`src/rtl/acsi_pkg.sv`:
```
// shared types and constants for the csi escape parser
package acsi_pkg;

  localparam int DIGIT_LIMIT_DEF = 4;
  localparam int DIGIT_LIMIT_MAX = 6;
  localparam int REP_W = $clog2(2 * DIGIT_LIMIT_MAX + 3);
  localparam int ARG_W = 10;
  localparam int QUEUE_DEPTH = 4;

  localparam logic [7:0] CH_ESC  = 8'd27;
  localparam logic [7:0] CH_OPEN = 8'd91;
  localparam logic [7:0] CH_SEMI = 8'd59;
  localparam logic [7:0] CH_D    = 8'd68;
  localparam logic [7:0] CH_ZERO = 8'd48;
  localparam logic [7:0] CH_NINE = 8'd57;
  localparam logic [7:0] CH_NL   = 8'd10;
  localparam logic [ARG_W-1:0] VALUE_MAX = 10'd999;

  localparam logic KIND_TEXT = 1'b0;
  localparam logic KIND_CMD  = 1'b1;

  typedef enum logic [4:0] {
    PH_PLAIN  = 5'b00001,
    PH_ESC    = 5'b00010,
    PH_FIRST  = 5'b00100,
    PH_SECOND = 5'b01000,
    PH_SEMIS  = 5'b10000
  } phase_e;

  typedef struct packed {
    logic [REP_W-1:0] rep;
    logic             tail_v;
    logic             kind;
    logic [7:0]       ch;
    logic [ARG_W-1:0] a0;
    logic [ARG_W-1:0] a1;
    logic [1:0]       n;
  } job_t;

  typedef struct packed {
    logic             we;
    logic [REP_W-1:0] addr;
    logic [7:0]       data;
  } hold_wr_t;

endpackage

```
`src/rtl/ansi_csi_escape_parser_core.sv`:
```
// top level of the csi escape parser: parser, job queue and output sequencer
// an accepted byte passes the job queue, the current job register and the
// output register; one byte per cycle while intake is not stalled, one result
// per cycle at the output register while out_stall_i is low; a byte that
// replays held text stalls intake until the replay has been emitted
// reset: asynchronous active low, returns to plain text with report mode on
module ansi_csi_escape_parser_core
  import acsi_pkg::*;
#(
  parameter int DIGIT_LIMIT = DIGIT_LIMIT_DEF
) (
  input  logic             clk_i,
  input  logic             rst_ni,
  input  logic             in_valid_i,
  output logic             in_stall_o,
  input  logic [7:0]       in_byte_i,
  input  logic             end_of_text_i,
  output logic             out_valid_o,
  input  logic             out_stall_i,
  output logic             kind_o,
  output logic [7:0]       out_byte_o,
  output logic [ARG_W-1:0] first_arg_o,
  output logic [ARG_W-1:0] second_arg_o,
  output logic [1:0]       arg_count_o,
  output logic             last_of_run_o,
  input  logic             cfg_we_i,
  input  logic             cfg_data_i
);

  logic     push, pop, not_empty, full, replay_done;
  job_t     job, head;
  hold_wr_t hold_wr;

  acsi_front #(.DIGIT_LIMIT(DIGIT_LIMIT)) u_front (
    .clk_i         (clk_i),
    .rst_ni        (rst_ni),
    .in_valid_i    (in_valid_i),
    .in_stall_o    (in_stall_o),
    .in_byte_i     (in_byte_i),
    .end_of_text_i (end_of_text_i),
    .cfg_we_i      (cfg_we_i),
    .cfg_data_i    (cfg_data_i),
    .q_full_i      (full),
    .replay_done_i (replay_done),
    .push_o        (push),
    .job_o         (job),
    .hold_wr_o     (hold_wr)
  );

  acsi_queue u_queue (
    .clk_i       (clk_i),
    .rst_ni      (rst_ni),
    .push_i      (push),
    .push_data_i (job),
    .pop_i       (pop),
    .head_o      (head),
    .not_empty_o (not_empty),
    .full_o      (full)
  );

  acsi_back #(.DIGIT_LIMIT(DIGIT_LIMIT)) u_back (
    .clk_i         (clk_i),
    .rst_ni        (rst_ni),
    .hold_wr_i     (hold_wr),
    .head_i        (head),
    .not_empty_i   (not_empty),
    .pop_o         (pop),
    .replay_done_o (replay_done),
    .out_valid_o   (out_valid_o),
    .out_stall_i   (out_stall_i),
    .kind_o        (kind_o),
    .out_byte_o    (out_byte_o),
    .first_arg_o   (first_arg_o),
    .second_arg_o  (second_arg_o),
    .arg_count_o   (arg_count_o),
    .last_of_run_o (last_of_run_o)
  );

endmodule

```
`src/rtl/acsi_front.sv`:
```
// request intake: parses the byte stream and issues output jobs
module acsi_front
  import acsi_pkg::*;
#(
  parameter int DIGIT_LIMIT = DIGIT_LIMIT_DEF
) (
  input  logic       clk_i,
  input  logic       rst_ni,
  input  logic       in_valid_i,
  output logic       in_stall_o,
  input  logic [7:0] in_byte_i,
  input  logic       end_of_text_i,
  input  logic       cfg_we_i,
  input  logic       cfg_data_i,
  input  logic       q_full_i,
  input  logic       replay_done_i,
  output logic       push_o,
  output job_t       job_o,
  output hold_wr_t   hold_wr_o
);

  localparam int HOLD_DEPTH = 2 * DIGIT_LIMIT + 2;
  localparam int CNT_W = $clog2(HOLD_DEPTH + 1);
  localparam int DCNT_W = $clog2(DIGIT_LIMIT);

  phase_e            phase_q, phase_d;
  logic [CNT_W-1:0]  held_q, held_d;
  logic [ARG_W-1:0]  fv_q, fv_d, sv_q, sv_d;
  logic [DCNT_W-1:0] dc_q, dc_d;
  logic [1:0]        vc_q, vc_d;
  logic              report_q;
  logic              wait_q, wait_d;
  logic              accept, dig, semi;
  logic              do_digit, do_plain, do_cmd;
  job_t              job;
  hold_wr_t          wr;

  function automatic logic [ARG_W-1:0] acc(input logic [ARG_W-1:0] v, input logic [7:0] c);
    logic [13:0] r;
    r = {4'd0, v} * 14'd10 + {10'd0, c[3:0]};
    return (r > {4'd0, VALUE_MAX}) ? VALUE_MAX : r[ARG_W-1:0];
  endfunction

  assign in_stall_o = q_full_i | wait_q;
  assign accept = in_valid_i & ~in_stall_o;
  assign dig = (in_byte_i >= CH_ZERO) && (in_byte_i <= CH_NINE);
  assign semi = (in_byte_i == CH_SEMI);

  always_comb begin
    phase_d = phase_q;
    held_d = held_q;
    fv_d = fv_q;
    sv_d = sv_q;
    dc_d = dc_q;
    vc_d = vc_q;
    job = '0;
    job.ch = in_byte_i;
    wr = '0;
    wr.data = in_byte_i;
    do_digit = 1'b0;
    do_plain = 1'b0;
    do_cmd = 1'b0;

    unique case (phase_q)
      PH_ESC: begin
        if (in_byte_i == CH_OPEN) begin
          wr.we = 1'b1;
          wr.addr = REP_W'(held_d);
          held_d = held_d + 1'b1;
          phase_d = PH_FIRST;
          fv_d = '0;
          sv_d = '0;
          dc_d = '0;
          vc_d = '0;
        end else begin
          job.rep = REP_W'(held_q);
          held_d = '0;
          phase_d = PH_PLAIN;
          do_plain = 1'b1;
        end
      end
      PH_FIRST: begin
        if (dig) begin
          do_digit = 1'b1;
        end else begin
          vc_d = (dc_q != '0) ? 2'd1 : 2'd0;
          if (dc_q == '0) fv_d = '0;
          if (semi) begin
            wr.we = 1'b1;
            wr.addr = REP_W'(held_d);
            held_d = held_d + 1'b1;
            dc_d = '0;
            sv_d = '0;
            phase_d = PH_SECOND;
          end else begin
            do_cmd = 1'b1;
          end
        end
      end
      PH_SECOND: begin
        if (dig) begin
          do_digit = 1'b1;
        end else begin
          if (dc_q != '0) begin
            if (vc_q == 2'd0) begin
              fv_d = sv_q;
              sv_d = '0;
            end
            vc_d = vc_q + 2'd1;
          end else begin
            sv_d = '0;
          end
          held_d = '0;
          if (semi) phase_d = PH_SEMIS;
          else do_cmd = 1'b1;
        end
      end
      PH_SEMIS: begin
        if (!semi) do_cmd = 1'b1;
      end
      default: begin
        do_plain = 1'b1;
      end
    endcase

    if (do_digit) begin
      if (dc_q == DCNT_W'(DIGIT_LIMIT - 1)) begin
        job.rep = REP_W'(held_q);
        held_d = '0;
        job.tail_v = 1'b1;
        phase_d = PH_PLAIN;
      end else begin
        if (phase_q == PH_FIRST) fv_d = acc(fv_q, in_byte_i);
        else sv_d = acc(sv_q, in_byte_i);
        dc_d = dc_q + 1'b1;
        wr.we = 1'b1;
        wr.addr = REP_W'(held_d);
        held_d = held_d + 1'b1;
      end
    end

    if (do_plain) begin
      phase_d = PH_PLAIN;
      if (in_byte_i == CH_ESC) begin
        wr.we = 1'b1;
        wr.addr = '0;
        held_d = CNT_W'(1);
        phase_d = PH_ESC;
      end else begin
        job.tail_v = 1'b1;
      end
    end

    if (do_cmd) begin
      if (report_q) begin
        job.tail_v = 1'b1;
        job.kind = KIND_CMD;
        job.a0 = fv_d;
        job.a1 = sv_d;
        job.n = vc_d;
      end else if (in_byte_i == CH_D) begin
        job.tail_v = 1'b1;
        job.ch = CH_NL;
      end
      held_d = '0;
      phase_d = PH_PLAIN;
    end

    if (end_of_text_i) begin
      if (phase_d == PH_ESC) begin
        job.tail_v = 1'b1;
        job.kind = KIND_TEXT;
        job.ch = CH_ESC;
      end
      phase_d = PH_PLAIN;
      held_d = '0;
      dc_d = '0;
      vc_d = '0;
      fv_d = '0;
      sv_d = '0;
    end
  end

  assign push_o = accept & ((job.rep != '0) | job.tail_v);
  assign job_o = job;
  assign hold_wr_o = '{we: accept & wr.we, addr: wr.addr, data: wr.data};

  always_comb begin
    wait_d = wait_q;
    if (replay_done_i) wait_d = 1'b0;
    if (push_o && job.rep != '0) wait_d = 1'b1;
  end

  always_ff @(posedge clk_i or negedge rst_ni) begin
    if (!rst_ni) begin
      phase_q <= PH_PLAIN;
      held_q <= '0;
      fv_q <= '0;
      sv_q <= '0;
      dc_q <= '0;
      vc_q <= '0;
      report_q <= 1'b1;
      wait_q <= 1'b0;
    end else begin
      wait_q <= wait_d;
      if (cfg_we_i) report_q <= cfg_data_i;
      if (accept) begin
        phase_q <= phase_d;
        held_q <= held_d;
        fv_q <= fv_d;
        sv_q <= sv_d;
        dc_q <= dc_d;
        vc_q <= vc_d;
      end
    end
  end

endmodule

```
`src/rtl/acsi_queue.sv`:
```
// job queue between parser and output sequencer
module acsi_queue
  import acsi_pkg::*;
(
  input  logic clk_i,
  input  logic rst_ni,
  input  logic push_i,
  input  job_t push_data_i,
  input  logic pop_i,
  output job_t head_o,
  output logic not_empty_o,
  output logic full_o
);

  localparam int PTR_W = $clog2(QUEUE_DEPTH);
  localparam int CNT_W = $clog2(QUEUE_DEPTH + 1);

  job_t             mem_q [QUEUE_DEPTH];
  logic [PTR_W-1:0] wp_q, rp_q;
  logic [CNT_W-1:0] cnt_q;
  logic             do_pop;

  assign not_empty_o = (cnt_q != '0);
  assign full_o = (cnt_q == CNT_W'(QUEUE_DEPTH));
  assign head_o = mem_q[rp_q];
  assign do_pop = pop_i & not_empty_o;

  always_ff @(posedge clk_i) begin
    if (push_i) mem_q[wp_q] <= push_data_i;
  end

  always_ff @(posedge clk_i or negedge rst_ni) begin
    if (!rst_ni) begin
      wp_q <= '0;
      rp_q <= '0;
      cnt_q <= '0;
    end else begin
      if (push_i) wp_q <= (wp_q == PTR_W'(QUEUE_DEPTH - 1)) ? '0 : wp_q + 1'b1;
      if (do_pop) rp_q <= (rp_q == PTR_W'(QUEUE_DEPTH - 1)) ? '0 : rp_q + 1'b1;
      cnt_q <= cnt_q + CNT_W'(push_i) - CNT_W'(do_pop);
    end
  end

endmodule

```
`src/rtl/acsi_back.sv`:
```
// output sequencer: replays held bytes and emits result requests
module acsi_back
  import acsi_pkg::*;
#(
  parameter int DIGIT_LIMIT = DIGIT_LIMIT_DEF
) (
  input  logic             clk_i,
  input  logic             rst_ni,
  input  hold_wr_t         hold_wr_i,
  input  job_t             head_i,
  input  logic             not_empty_i,
  output logic             pop_o,
  output logic             replay_done_o,
  output logic             out_valid_o,
  input  logic             out_stall_i,
  output logic             kind_o,
  output logic [7:0]       out_byte_o,
  output logic [ARG_W-1:0] first_arg_o,
  output logic [ARG_W-1:0] second_arg_o,
  output logic [1:0]       arg_count_o,
  output logic             last_of_run_o
);

  localparam int HOLD_DEPTH = 2 * DIGIT_LIMIT + 2;
  localparam int IDX_W = $clog2(HOLD_DEPTH);

  logic [7:0]       held_q [HOLD_DEPTH];
  job_t             cur_q;
  logic             cur_v_q;
  logic [REP_W-1:0] idx_q;
  logic             out_v_q, kind_q, last_q;
  logic [7:0]       byte_q;
  logic [ARG_W-1:0] a0_q, a1_q;
  logic [1:0]       n_q;
  logic             out_free, in_rep, item_last, step;

  assign out_free = ~out_v_q | ~out_stall_i;
  assign in_rep = (idx_q < cur_q.rep);
  assign item_last = in_rep ? ((idx_q == cur_q.rep - 1'b1) & ~cur_q.tail_v) : 1'b1;
  assign step = cur_v_q & out_free;
  assign pop_o = not_empty_i & (~cur_v_q | (step & item_last));
  assign replay_done_o = step & item_last & (cur_q.rep != '0);

  always_ff @(posedge clk_i) begin
    if (hold_wr_i.we) held_q[hold_wr_i.addr[IDX_W-1:0]] <= hold_wr_i.data;
  end

  always_ff @(posedge clk_i) begin
    if (pop_o) cur_q <= head_i;
    if (step) begin
      last_q <= item_last;
      if (in_rep) begin
        kind_q <= KIND_TEXT;
        byte_q <= held_q[idx_q[IDX_W-1:0]];
        a0_q <= '0;
        a1_q <= '0;
        n_q <= '0;
      end else begin
        kind_q <= cur_q.kind;
        byte_q <= cur_q.ch;
        a0_q <= cur_q.a0;
        a1_q <= cur_q.a1;
        n_q <= cur_q.n;
      end
    end
  end

  always_ff @(posedge clk_i or negedge rst_ni) begin
    if (!rst_ni) begin
      cur_v_q <= 1'b0;
      idx_q <= '0;
      out_v_q <= 1'b0;
    end else begin
      if (out_free) out_v_q <= cur_v_q;
      if (pop_o) begin
        cur_v_q <= 1'b1;
        idx_q <= '0;
      end else if (step) begin
        if (item_last) cur_v_q <= 1'b0;
        idx_q <= idx_q + 1'b1;
      end
    end
  end

  assign out_valid_o = out_v_q;
  assign kind_o = kind_q;
  assign out_byte_o = byte_q;
  assign first_arg_o = a0_q;
  assign second_arg_o = a1_q;
  assign arg_count_o = n_q;
  assign last_of_run_o = last_q;

endmodule
```
`config.mk`:
```
export PLATFORM = sky130hd
export DESIGN_NAME = ansi_csi_escape_parser_core
export DESIGN_NICKNAME = d
export VERILOG_FILES = /design/src/rtl/acsi_pkg.sv /design/src/rtl/ansi_csi_escape_parser_core.sv /design/src/rtl/acsi_front.sv /design/src/rtl/acsi_queue.sv /design/src/rtl/acsi_back.sv
export SDC_FILE = /design/constraint.sdc
export NUM_CORES = 1
export LEC_CHECK = 0
export BUFFER_PORTS_ARGS = -buffer_cell sky130_fd_sc_hd__clkbuf_2
export CAP_MARGIN = 20
export CORE_ASPECT_RATIO = 1.5
export CORE_MARGIN = 2
export CORE_UTILIZATION = 63
export CTS_CLUSTER_SIZE = 30
export DETAILED_ROUTE_END_ITERATION = 8
export PLACE_DENSITY = 0.92
export SETUP_SLACK_MARGIN = 0.3
export SYNTH_ARGS = -nofsm -noshare
export SYNTH_HDL_FRONTEND = slang
export SYNTH_SLANG_ARGS = --single-unit
```
`constraint.sdc`:
```
create_clock -name clk_i -period 18.4 [get_ports clk_i]
set_clock_uncertainty 0.2 [all_clocks]
set_input_delay 0 -clock clk_i [delete_from_list [all_inputs] [get_ports clk_i]]
set_output_delay 0 -clock clk_i [all_outputs]
set_load 0.005 [all_outputs]
```
# [Word level (Yosys, flattened, before mapping)]
# Memory sizes are Yosys's and may differ from the RTL's. A register that Yosys moved wholly into a read port is not among the register bits.
# Index checks and enable logic that the tools add are counted.
[totals] regBits=80 ram_bits=224 in_bits=15 out_inout_bits=34 wordCells=193 n_memories=2
[mem_list] name="u_queue.mem_q" depth=4 word_bits=36 rd=1 rd_ports_with_merged_regs=1 write_ports=1 line="acsi_queue.sv:18" source="job_t mem_q [QUEUE_DEPTH];"
[mem_list] name="u_back.held_q" depth=10 word_bits=8 rd=1 rd_ports_with_merged_regs=0 write_ports=1 line="acsi_back.sv:27" source="logic [7:0] held_q [HOLD_DEPTH];"
[classes] n_addsub=12 mul=2 order_cmp=5 eq_ne=14 muxes=106 bitwise_logic=18 reduce_logical=14
[op_table] operator="$mux 10" n=24
[op_table] operator="$mux 5" n=18
[op_table] operator="$pmux 10 s3" n=2
[op_table] operator="$mux 4" n=14
[op_table] operator="$mux 32" n=1
[op_table] operator="$add 14x4->14" n=2
[op_table] operator="$gt 14x10->1 const B" n=2
[op_table] operator="$mux 2" n=14
[op_table] operator="$mul 10x3->13 const B" n=2
[op_table] operator="$mux 8" n=3
[op_table] operator="$mux 22" n=1
[op_table] operator="$mux 1" n=21
[op_table] operator="$eq 8x7->1 const B" n=2
[op_table] operator="$pmux 5 s3" n=1
[op_table] operator="$add 4x1->4 const B" n=3
[op_table] operator="$pmux 4 s3" n=1
[op_table] operator="$eq 5x2->1 const B" n=2
[op_table] operator="$pmux 5 s2" n=1
[op_table] operator="$and 1x1->1" n=9
[op_table] operator="$add 2x1->2 const B" n=4
[op_table] operator="$eq 8x5->1 const B" n=1
[op_table] operator="$eq 8x6->1 const B" n=1
[op_table] operator="$ge 8x6->1 const B" n=1
[op_table] operator="$le 8x6->1 const B" n=1
[op_table] operator="other kinds (24)" n=40

# [Logic depth before layout (Yosys ltp)]
# Gate-level depths: netlist of run 1.
[logic_depth] ltp_word=16 depth_mapped=16 mapped_depth_nobuf=14

# [Modules after synthesis]
# From an unflattened synthesis of run 1, not the netlist that was laid out.
[unflattened] cells_unflattened=1116 hier_area_um2=16001.6
[by_module_without_submodules] mod="acsi_back" instances=1 cells_each=325 area_each_um2=5995.8
[by_module_without_submodules] mod="acsi_queue" instances=1 cells_each=226 area_each_um2=5629.1
[by_module_without_submodules] mod="acsi_front" instances=1 cells_each=565 area_each_um2=4376.7

# [Least setup slack after synthesis of run 1]
# No wires, ideal clock.
[synth_timing] kind="flip-flop to flip-flop" start="register u_back.out_v_q, in the netlist u_back.out_valid_o" end="register u_queue.cnt_q[2]" arrival_ns=6.624 t_required_ns=18.077 slack_ns=11.454 stages_incl_launch_ff=10 n_path_buf=0 synth_period_minus_slack_ns=6.946 path_cell_list="dfrtp_1 a21boi_0 nand2_1 a21oi_1 ha_1 inv_1 ha_1 fa_1 xor2_1 xnor2_1"
[synth_between] elab_chain_len=8
[synth_rtl] item="from (decl)" line="acsi_back.sv:31" source="logic out_v_q, kind_q, last_q;"
[synth_rtl] item="from (signal assigned)" line="acsi_back.sv:74" source="if (out_free) out_v_q <= cur_v_q;"
[synth_rtl] item="$not 1->1" line="acsi_back.sv:37" source="assign out_free = ~out_v_q | ~out_stall_i;"
[synth_rtl] item="$or 1x1->1" line="acsi_back.sv:37"
[synth_rtl] item="$and 1x1->1" line="acsi_back.sv:40" source="assign step = cur_v_q & out_free;"
[synth_rtl] item="via u_back.step" line="acsi_back.sv:35" source="logic out_free, in_rep, item_last, step;"
[synth_rtl] item="$and 1x1->1" line="acsi_back.sv:41" source="assign pop_o = not_empty_i & (~cur_v_q | (step & item_last));"
[synth_rtl] item="$or 1x1->1" line="acsi_back.sv:41"
[synth_rtl] item="$and 1x1->1" line="acsi_back.sv:41"
[synth_rtl] item="via pop" line="ansi_csi_escape_parser_core.sv:30" source="logic push, pop, not_empty, full, replay_done;"
[synth_rtl] item="$and 1x1->1" line="acsi_queue.sv:26" source="assign do_pop = pop_i & not_empty_o;"
[synth_rtl] item="$sub 3x1->3" line="acsi_queue.sv:40" source="cnt_q <= cnt_q + CNT_W'(push_i) - CNT_W'(do_pop);"
[synth_rtl] item="to (signal assigned)" line="acsi_queue.sv:40"
[synth_rtl] item="to (decl)" line="acsi_queue.sv:20" source="logic [CNT_W-1:0] cnt_q;"
# The timed path passes the listed nets, and every way through them passes these cells.
# A chain may end at the register's enable or synchronous reset.

# [Final worst setup path of run 1]
[layout_timing] start="register u_back.idx_q[1]" end="register u_queue.cnt_q[2]"
[layout_between] elab_chain_len=8 elab_cells_between_ends=9 classes_between="add/sub: 1; order compare: 1; eq/ne: 1; mux: 1; bitwise: 5"
[layout_rtl] item="from (decl)" line="acsi_back.sv:30" source="logic [REP_W-1:0] idx_q;"
[layout_rtl] item="from (signal assigned)" line="acsi_back.sv:80" source="idx_q <= idx_q + 1'b1;"
[layout_rtl] item="parallel branches: the longest is 2 deep, another holds $lt 4x4->1"
[layout_rtl] item="$mux 1 *" line="acsi_back.sv:39" source="assign item_last = in_rep ? ((idx_q == cur_q.rep - 1'b1) & ~cur_q.tail_v) : 1'b1;"
[layout_rtl] item="via u_back.item_last" line="acsi_back.sv:35"
[layout_rtl] item="$and 1x1->1 *" line="acsi_back.sv:41"
[layout_rtl] item="$or 1x1->1 *" line="acsi_back.sv:41"
[layout_rtl] item="$and 1x1->1 *" line="acsi_back.sv:41"
[layout_rtl] item="via pop" line="ansi_csi_escape_parser_core.sv:30"
[layout_rtl] item="$and 1x1->1 *" line="acsi_queue.sv:26"
[layout_rtl] item="$sub 3x1->3 *" line="acsi_queue.sv:40"
# Mark *: on every way through the listed nets, which the timed path passes.

==> results by group, run 1 <==
STA
  • Minimum clock period: 4.309 ns
  • Final Hold Vio Count: 0
  • Final setup violation count: 0
  • Fin Setup TNS: 0 ns
  • Max Freq: 232.0 MHz
  • RSZ-0062 raised after global routing: no
  • Worst-margin pin slew: 1.023 ns
  • Slew Limit Fails: 0
  • Part of the cycle the worst path needs: 23.42%
  • Rel. slew slack: 31.55%

Clock tree
  • Root Buffer: clkbuf_16
  • Worst skew pair latency: 0.56 ns
  • Htree depth: 1
  • CTS tree: done
  • Worst-path clk slew: 0.07 ns
  • Post-CTS sizing: 0
  • CTS Buf Count: 28
  • CTS max path bufs: 3
  • Clock sinks: 340

Critical path
  • WP buf/inv: 1
  • Stages on the worst setup path: 13
  • Crit end category: register
  • Slowest stage delay, CP: 0.91 ns
  • Setup CP Type: reg -> reg
  • Family with the most delay on the worst path: adder cells
  • CP most frequent cell: ha_1
  • R2R cell count: 13
  • R2R Setup Slk: 14.09 ns
  • CP startpoint kind: register
  • Critical path arrival: 4.57 ns
  • Reg-to-Reg Start: u_back.idx_q[1]
  • CP Cell Sequence: ha_1 -> nor2b_1 -> o21ai_0 -> nand2b_1 -> a221o_1 -> nand2_1 -> a21oi_4 -> ha_1 -> inv_1 -> ha_1 -> fa_1 -> xor2_1 -> xnor2_1
  • CP required: 18.66 ns
  • RR Endpoint: u_queue.cnt_q[2]
  • Peak fanout along the critical path: 21
  • Worst path slowest cell: dfrtp_1

Logic synthesis
  • Synthesized area: 15630 um^2
  • Share of Yosys cell area claimed by the top area cell type: 56.10%
  • Syn Area/Cell: 14.68 um^2
  • Yosys reg bits: 340
  • EDFF count, synth: 292
  • Synth cell types: 85
  • Sequential share of the synthesized area: 63.80%
  • Top cell type by total area after synthesis: edfxtp_1
  • Ys flop type: edfxtp_1
  • Synth area leaders: edfxtp_1, dfrtp_1, mux4_2
  • YS warnings: 0
  • Ys async rst share: 14.12%
  • Syn_nets: 1143
  • Syn Inst Count: 1065

Floorplan
  • Die area: 26110 um^2
  • Die X: 132.6 um
  • Rows: 70
  • Starting Density: 64.19%
  • I/O pin count: 49
  • Die Ht: 196.9 um
  • Core footprint: 24350 um^2

Placement
  • PortBufs: 48
  • Gpl congestion: 0.9039
  • Placed cell areas: 16230 um^2
  • Placed wire-length estimate: 23.71 mm

Detailed routing
  • Wire per inst: 26.16 um
  • ANT nets after route: 0
  • Drt pass-1 iters: 6
  • DRC: 0
  • DRT iter0 DRCs: 1376
  • Total Wirelength: 38.59 mm
  • DR vias: 10049
  • Vias per Instance: 6.813

Layout
  • Register area: 9973 um^2
  • Most frequent cells in the layout: edfxtp_1, nor2_1, nand2_1, ha_1, clkbuf_2
  • Area of the multi-input gates: 5391 um^2
  • Post-route cell area: 17350 um^2
  • Final net count: 1208
  • Fill count: 1504
  • Most common cell after layout, fill and taps aside: edfxtp_1
  • Synthesis-to-layout area growth: 10.98%
  • Final design utilization: 71.24%
  • ANT cells: 0
  • Share of layout cells above drive strength 1: 18.25%

Global route
  • Vias in the first global route: 10111
  • First-pass GRT wire length: 58.04 mm
  • Initial antenna violation count: 0
  • GR Overflow Total: 0
  • Largest net degree at the start of global routing: 49
  • GRT Resource Usage Total: 29.16%

Hold path
  • HP Class: in -> reg
  • Worst Hold Endpoint: u_back.out_valid_o
  • Hold path depth: 3
  • HP Start: out_stall_i

Status
  • Status: completed

Power and ir drop
  • Static leakage: 6.267 nW
  • Peak VDD IR: 0.0001067 V
  • PD cells: 129.3 nW/um^2

Flow run
  • Number of max-cap violations: 0
-- cells in the mapped netlist, types with 8 or more instances --
master / number
inv_1: 36
a21oi_1: 38
nor2_1: 60
o21ai_0: 31
nor3_1: 21
nand3_1: 16
clkbuf_1: 35
o21ai_1: 8
a31oi_1: 19
o41ai_1: 10
mux2_2: 22
and2_1: 8
xnor2_1: 16
o221ai_1: 8
nand2_1: 58
mux2i_1: 8
nor2b_1: 35
xor2_1: 18
edfxtp_1: 292
dfrtp_1: 46
nand2b_1: 12
a21o_1: 9
mux4_2: 44
ha_1: 58
-- cell families after synthesis --
| logic type | after synthesis | share of synthesized area [%] |
|---|---|---|
| DFF | 340 | 63.80 |
| and+or+nand+nor | 265 | 9.086 |
| AOI/OAI and AO/OA | 204 | 9.278 |
| buffers and inverters | 83 | 2.065 |
| muxes | 76 | 8.582 |
| adders and majority gates | 63 | 5.283 |
| xor gates and xnor gates | 34 | 1.905 |
-- stage by stage --
| stage | total power, mW | instances | setup WS, ns | hold slack (ns) |
|---|---|---|---|---|
| after CTS | 2.213 | 1469 | 14.28 | 0.03236 |
| after global placement | 1.593 | 1402 | 14.50 | -0.04668 |
| final | 2.242 | 1475 | 14.09 | 0.05608 |
| after global routing | 2.313 | 1475 | 14.01 | 0.08002 |
| after detailed placement | 1.641 | 1402 | 14.35 | -0.04219 |
| after floorplan | 1.449 | 1065 | 11.45 | -0.4956 |
-- worst max path at each step --
stage / from / end / slack (ns)
2_1_floorplan: u_back.out_valid_o / u_queue.cnt_q[2] / 11.45
3_3_place_gp: u_front.phase_q[2] / u_queue.mem_q[0][3] / 14.50
3_5_place_dp: u_front.phase_q[2] / u_queue.mem_q[0][4] / 14.35
4_1_cts: u_back.idx_q[1] / u_queue.cnt_q[2] / 14.28
5_1_grt: u_back.idx_q[1] / u_queue.cnt_q[2] / 14.01
6_report: u_back.idx_q[1] / u_queue.cnt_q[2] / 14.09
-- registers in the layout (all words and copies together) (netlist names) --
signal	count
u_back.idx_q	4
u_front.vc_q	2
u_front.dc_q	2
u_back.cur_q	36
u_front.wait_q	1
u_queue.rp_q	2
u_back.held_q	80
u_back.second_arg_o	10
u_back.out_byte_o	8
u_back.last_of_run_o	1
u_front.held_q	4
u_front.report_q	1
u_back.cur_v_q	1
u_queue.mem_q	144
u_front.sv_q	10
u_queue.cnt_q	3
u_queue.wp_q	2
u_back.first_arg_o	10
u_front.phase_q	5
u_back.kind_o	1
u_back.out_valid_o	1
u_back.arg_count_o	2
u_front.fv_q	10
-- worst register-to-register path, cell delays in order, from the launching register on --
cell and delay [ns]:
dfrtp_1 0.91, ha_1 0.39, nor2b_1 0.16, o21ai_0 0.23
nand2b_1 0.19, a221o_1 0.46, nand2_1 0.19, a21oi_4 0.09
ha_1 0.31, inv_1 0.06, ha_1 0.22, fa_1 0.41
xor2_1 0.22, xnor2_1 0.17
-- timing repair --
item,CTS,global route
endpoints found under the hold margin,211,0
hold buffers,16,0
setup buffers,0,0
-- layout make-up --
type / instances / share of cell area (%)
Tap cell: 324 / 2.337
Sequential cell: 340 / 57.50
Clock buffer: 35 / 4.314
Timing Repair Buffer: 81 / 3.419
Inverter: 37 / 0.8007
Clock inverter: 16 / 0.5482
Multi-Input combinational cell: 642 / 31.08
-- report_power, final --
part | switching [mW] | internal (mW) | total, mW
clock | 0.270 | 0.291 | 0.561
combinational | 0.346 | 0.244 | 0.590
sequential | 0.0713 | 1.02 | 1.09
-- per-layer routing --
metal  wire, um  GRT usage, %  up-vias
li1           -             -     4266
met1      13090         34.71     4945
met2      20310         52.45      693
met3       3012         3.292      145
met4       2178         14.85        0
met5          0             0        -
Power figures use the tool's default switching activity.
==> run 2: changes to the inputs <==
CORE_UTILIZATION = 56   (was 63)
PLACE_DENSITY = 0.87   (was 0.92)
clock period = 3.5 ns   (was 18.4 ns; I/O delays follow)
==> results by group, run 2 (synthesis results as in run 1) <==
Layout
  • Fill count: 1565
  • Largest regs: u_queue.mem_q (144), u_back.held_q (80), u_back.cur_q (36)
  • Final net count: 1338
  • Synthesis-to-layout area growth: 23.41%
  • ANT cells: 0
  • Most frequent cells in the layout: edfxtp_1, buf_4, nand2_1
  • Largest reg by FF count: u_queue.mem_q
  • Share of layout cells above drive strength 1: 34.95%
  • Max FFs per register: 144
  • Most common cell after layout, fill and taps aside: edfxtp_1
  • Post-Layout Cell Count: 1624

STA
  • Max Freq: 278.7 MHz
  • Part of the cycle the worst path needs: 102.5%
  • Slew Limit Fails: 0
  • Worst-margin pin slew: 0.6528 ns
  • RSZ-0062 raised after global routing: yes
  • Minimum clock period: 3.588 ns
  • Rel. slew slack: 56.37%
  • Worst setup slack after layout: -0.08833 ns
  • Final setup violation count: 8
  • Final Hold Vio Count: 0

Hold path
  • HP Class: in -> reg

Floorplan
  • Die area: 29290 um^2
  • Die X: 140.4 um
  • Core footprint: 27310 um^2
  • Starting Density: 57.22%
  • Die Ht: 208.6 um
  • Rows: 74
  • I/O pin count: 49

Critical path
  • Crit end category: register
  • Critical path arrival: 3.81 ns
  • CP required: 3.72 ns
  • Peak fanout along the critical path: 5
  • CP startpoint kind: register
  • Setup CP Type: reg -> reg

Clock tree
  • CTS tree: done
  • Clock sinks: 340
  • CTS max path bufs: 3
  • Root Buffer: clkbuf_16
  • Worst-path clk slew: 0.07 ns
  • CTS Buf Count: 29
  • Htree depth: 1
  • Worst skew pair latency: 0.56 ns

Detailed routing
  • ANT nets after route: 0
  • Vias per Instance: 6.629
  • DRC: 0
  • Drt pass-1 iters: 6
  • DR vias: 10765
  • Wire per inst: 25.65 um
  • Total Wirelength: 41.66 mm
  • DRT iter0 DRCs: 1236

Status
  • Failing checks: setup timing
  • Status: complete, but fails checks

Global route
  • First-pass GRT wire length: 60.30 mm
  • GRT Resource Usage Total: 26.94%
  • GR Overflow Total: 0
  • Largest net degree at the start of global routing: 43
  • Initial antenna violation count: 0
  • Vias in the first global route: 10707

Flow run
  • Number of max-cap violations: 0

Power and ir drop
  • PD cells: 639.8 nW/um^2
  • Peak VDD IR: 0.0003905 V
  • Static leakage: 7.080 nW

Placement
  • PortBufs: 48
  • Placed cells: 1478
  • Placed wire-length estimate: 24.99 mm
  • Gpl congestion: 0.9166
  • Place WS: -0.2073 ns
-- run 2: cell types whose count changed in the layout (fill, tap and decap cells not counted), moves of 6 or more --
cell     delta
nor2_2      +7
buf_12      +6
nor3_2      +7
nor3_1     -10
buf_6      +14
ha_1       -17
a21oi_1    -13
nor2_1     -11
ha_4       +14
xor2_1      -6
a21oi_2    +11
dfrtp_1    -10
dfrtp_2    +10
buf_4     +104
-- run 2: layout make-up --
type	instances	area, um^2	share of cell area (%)
repair buffers	209	1707	8.848
inverters	37	141.4	0.7330
flip-flops and latches	340	9986	51.77
clock inverters	21	162.7	0.8433
well taps	342	427.9	2.218
clock buffers	32	737.0	3.821
multi-input cells	643	6127	31.77
-- run 2: path summary, 6_finish.rpt --
kind	startpoint	cells after the start	slack, ns	to
max in group asynchronous	rst_ni	4	1.84	u_front.fv_q[8]
min reg2reg	u_queue.cnt_q[2]	1	0.33	u_queue.cnt_q[2]
max	u_front.fv_q[4]	11	-0.09	u_queue.mem_q[0][15]
min	cfg_we_i	3	0.04	u_front.report_q
max reg2reg	u_front.fv_q[4]	11	-0.09	u_queue.mem_q[0][15]
min in group asynchronous	rst_ni	4	0.48	u_front.sv_q[9]
-- run 2: what timing repair did --
item,4_1_cts,5_1_grt
hold endpoints to repair,215,0
buffers inserted,31,37
resized for setup,63,74
pin swaps,31,39
hold buffers,21,0
setup endpoints to repair,227,317
cloned,1,3
-- run 2: metrics by stage --
stage	area (um^2)	TNS (ns)	util, %	power [mW]	hold slack [ns]
final	19290	-0.4294	70.62	12.34	0.03786
after global routing	19290	-1.312	70.62	12.76	0.05082
after CTS	18540	0	67.89	12.07	0.01056
after detailed placement	16840	-1.940	61.67	8.806	-0.2990
after global placement	16840	-0.1826	61.67	8.598	-0.2942
after floorplan	15770	-5.571	-	7.697	-0.4956
-- run 2: per-layer routing --
metal | track usage, % | vias to the layer above | wire length, um
met5 | 0 | - | 0
met4 | 17.62 | 0 | 3065
met3 | 3.025 | 214 | 2990
met2 | 46.53 | 727 | 21410
met1 | 31.92 | 5287 | 14190
li1 | - | 4537 | -
-- run 2: where the power goes --
| part | internal (mW) | total (mW) | switching [mW] |
|---|---|---|---|
| sequential | 5.37 | 5.70 | 0.333 |
| combinational | 1.56 | 3.50 | 1.94 |
| clock | 1.67 | 3.14 | 1.47 |
-- run 2: worst max-delay path, cell delays in order (launching register included) --
cell and delay, ns:
dfrtp_1 0.49, ha_1 0.38, ha_4 0.34, nand4_1 0.20, a32oi_2 0.34, xor2_2 0.27, mux2i_2 0.26, buf_4 0.17
o311ai_4 0.10, buf_12 0.17, o31ai_2 0.31, and2_4 0.23
==> run 3: changes to the inputs <==
CORE_UTILIZATION = 58   (was 56)
CTS_BUF_LIST = sky130_fd_sc_hd__clkbuf_8   (was default)
PLACE_DENSITY = 0.89   (was 0.87)
==> results by group, run 3 (synthesis results as in run 1) <==
Global route
  • GR Overflow Total: 0
  • Initial antenna violation count: 0
  • Vias in the first global route: 10663
  • GRT Resource Usage Total: 26.82%
  • First-pass GRT wire length: 59.08 mm
  • Largest net degree at the start of global routing: 43

Clock tree
  • Root Buffer: clkbuf_8
  • Worst-path clk slew: 0.07 ns
  • CTS tree: done
  • Htree depth: 2
  • CTS Buf Count: 46
  • Worst skew pair latency: 0.57 ns
  • CTS max path bufs: 3
  • Clock sinks: 340

Critical path
  • Critical path origin: u_front.fv_q[2]
  • WP buf/inv: 3
  • CP Cell Sequence: ha_1 -> inv_1 -> fa_2 -> buf_6 -> xnor2_4 -> nor2_1 -> or4b_1 -> a31o_1 -> a31oi_4 -> buf_6 -> nor3_2 -> o41ai_2
  • Slowest stage delay, CP: 0.47 ns
  • Reg-to-Reg Start: u_front.fv_q[2]
  • R2R Setup Slk: -0.04 ns
  • CP required: 3.75 ns
  • Setup crit end: u_front.fv_q[1]
  • CP startpoint kind: register
  • RR Endpoint: u_front.fv_q[1]
  • Stages on the worst setup path: 12
  • R2R cell count: 12
  • Critical path arrival: 3.78 ns
  • Peak fanout along the critical path: 6
  • Setup CP Type: reg -> reg
  • Worst path slowest cell: dfrtp_1
  • Crit end category: register
  • Family with the most delay on the worst path: compound AO/OA/AOI/OAI gates
  • CP most frequent cell: buf_6

Layout
  • ANT cells: 0
  • Largest regs: u_queue.mem_q (144), u_back.held_q (80), u_back.cur_q (36)
  • Post-route cell area: 18890 um^2
  • Most common cell after layout, fill and taps aside: edfxtp_1
  • Final design utilization: 71.32%
  • Max FFs per register: 144
  • Synthesis-to-layout area growth: 20.86%
  • Fill count: 1503
  • Most frequent cells in the layout: edfxtp_1, buf_4, nand2_1
  • Largest reg by FF count: u_queue.mem_q
  • Final net count: 1321
  • Share of layout cells above drive strength 1: 32.84%

Status
  • Status: complete, but fails checks
  • Failing checks: setup timing

Placement
  • Placed wire-length estimate: 24.35 mm
  • Placed cell areas: 16860 um^2
  • Gpl congestion: 0.9404
  • Place WS: -0.01190 ns
  • PortBufs: 48

Detailed routing
  • ANT nets after route: 0
  • DRC: 0
  • Wire per inst: 25.31 um
  • Total Wirelength: 40.90 mm
  • Vias per Instance: 6.687
  • DRT iter0 DRCs: 1632
  • DR vias: 10806
  • Drt pass-1 iters: 6

Floorplan
  • Rows: 73
  • Die X: 138.0 um
  • Die area: 28300 um^2
  • Die Ht: 205.1 um
  • Core footprint: 26490 um^2
  • Starting Density: 59.01%
  • I/O pin count: 49

STA
  • Slew Limit Fails: 0
  • Worst setup slack after layout: -0.03715 ns
  • Max Freq: 282.7 MHz
  • Final Hold Vio Count: 0
  • Part of the cycle the worst path needs: 101.1%
  • Worst-margin pin slew: 0.8877 ns
  • Rel. slew slack: 40.82%
  • Final setup violation count: 5
  • Minimum clock period: 3.537 ns
  • RSZ-0062 raised after global routing: yes

Power and ir drop
  • Power, Total: 12.30 mW
  • Static leakage: 6.999 nW
  • PD cells: 650.9 nW/um^2
  • Peak VDD IR: 0.0009909 V

Flow run
  • Number of max-cap violations: 0

Hold path
  • HP Class: in -> reg
## run 3: cell types whose count changed in the layout (fill, tap and decap cells not counted), moves of 4 or more
cell	change
a21oi_1	+4
a21oi_2	-4
buf_4	-22
bufinv_16	+5
clkbuf_16	-32
clkbuf_8	+50
dfrtp_1	+5
dfrtp_2	-5
dlygate4sd3_1	-4
ha_1	+5
ha_4	-4
inv_1	+8
## run 3: how the worst min path moves through the flow
stage	to	cells past startpoint	slack (ns)	from
after floorplan	u_back.cur_v_q	0	-0.50	rst_ni
after global placement	u_front.sv_q[5]	1	-0.26	rst_ni
after detailed placement	u_front.sv_q[5]	1	-0.26	rst_ni
after CTS	u_back.out_valid_o	3	0.02	out_stall_i
after global routing	u_front.report_q	3	0.03	cfg_we_i
final	u_front.report_q	3	0.04	cfg_we_i
## run 3: metrics by stage
stage	std cells	hold slack [ns]	setup TNS, ns
6_report	1616	0.03736	-0.06873
2_1_floorplan	1065	-0.4956	-5.571
3_5_place_dp	1478	-0.2604	-0.01858
4_1_cts	1597	0.02104	0
3_3_place_gp	1478	-0.2611	0
5_1_grt	1616	0.02885	-1.925
## run 3: routing by layer
layer  global-route usage, %  vias up  wire length, um
li1                        -     4506                -
met1                   31.56     5274            13940
met2                   47.95      784            20910
met3                   3.740      242             3435
met4                   14.25        0             2601
met5                       0        -                0
## run 3: cell type report
class                      count  area (um^2)  area share [%]
inverter                      37        141.4          0.7484
clock inverter                34        334.1           1.768
multi-input combinational    642         5962           31.56
sequential                   340         9980           52.83
clock buffer                  50        688.2           3.643
tap                          337        421.7           2.232
timing repair buffer         176         1364           7.220
## run 3: what timing repair did
item                                   4_1_cts  5_1_grt
setup endpoints to repair                  243      330
pin swaps                                   19       32
setup buffers                               18       19
gates resized for setup                     46       60
hold buffers                                17        0
endpoints found under the hold margin      214        0
## run 3: worst register-to-register path, cell delays in order (launching register included)
cell     delay [ns]
dfrtp_1        0.47
ha_1           0.36
inv_1          0.08
fa_2           0.43
buf_6          0.15
xnor2_4        0.15
nor2_1         0.06
or4b_1         0.47
a31o_1         0.22
a31oi_4        0.30
buf_6          0.17
nor3_2         0.05
o41ai_2        0.32
## run 3: where the power goes
| part | leakage, nW | switching, mW | internal [mW] |
|---|---|---|---|
| Sequential | 3.37 | 0.299 | 5.37 |
| Clock | 0.548 | 1.53 | 1.85 |
| Combinational | 3.08 | 1.82 | 1.44 |
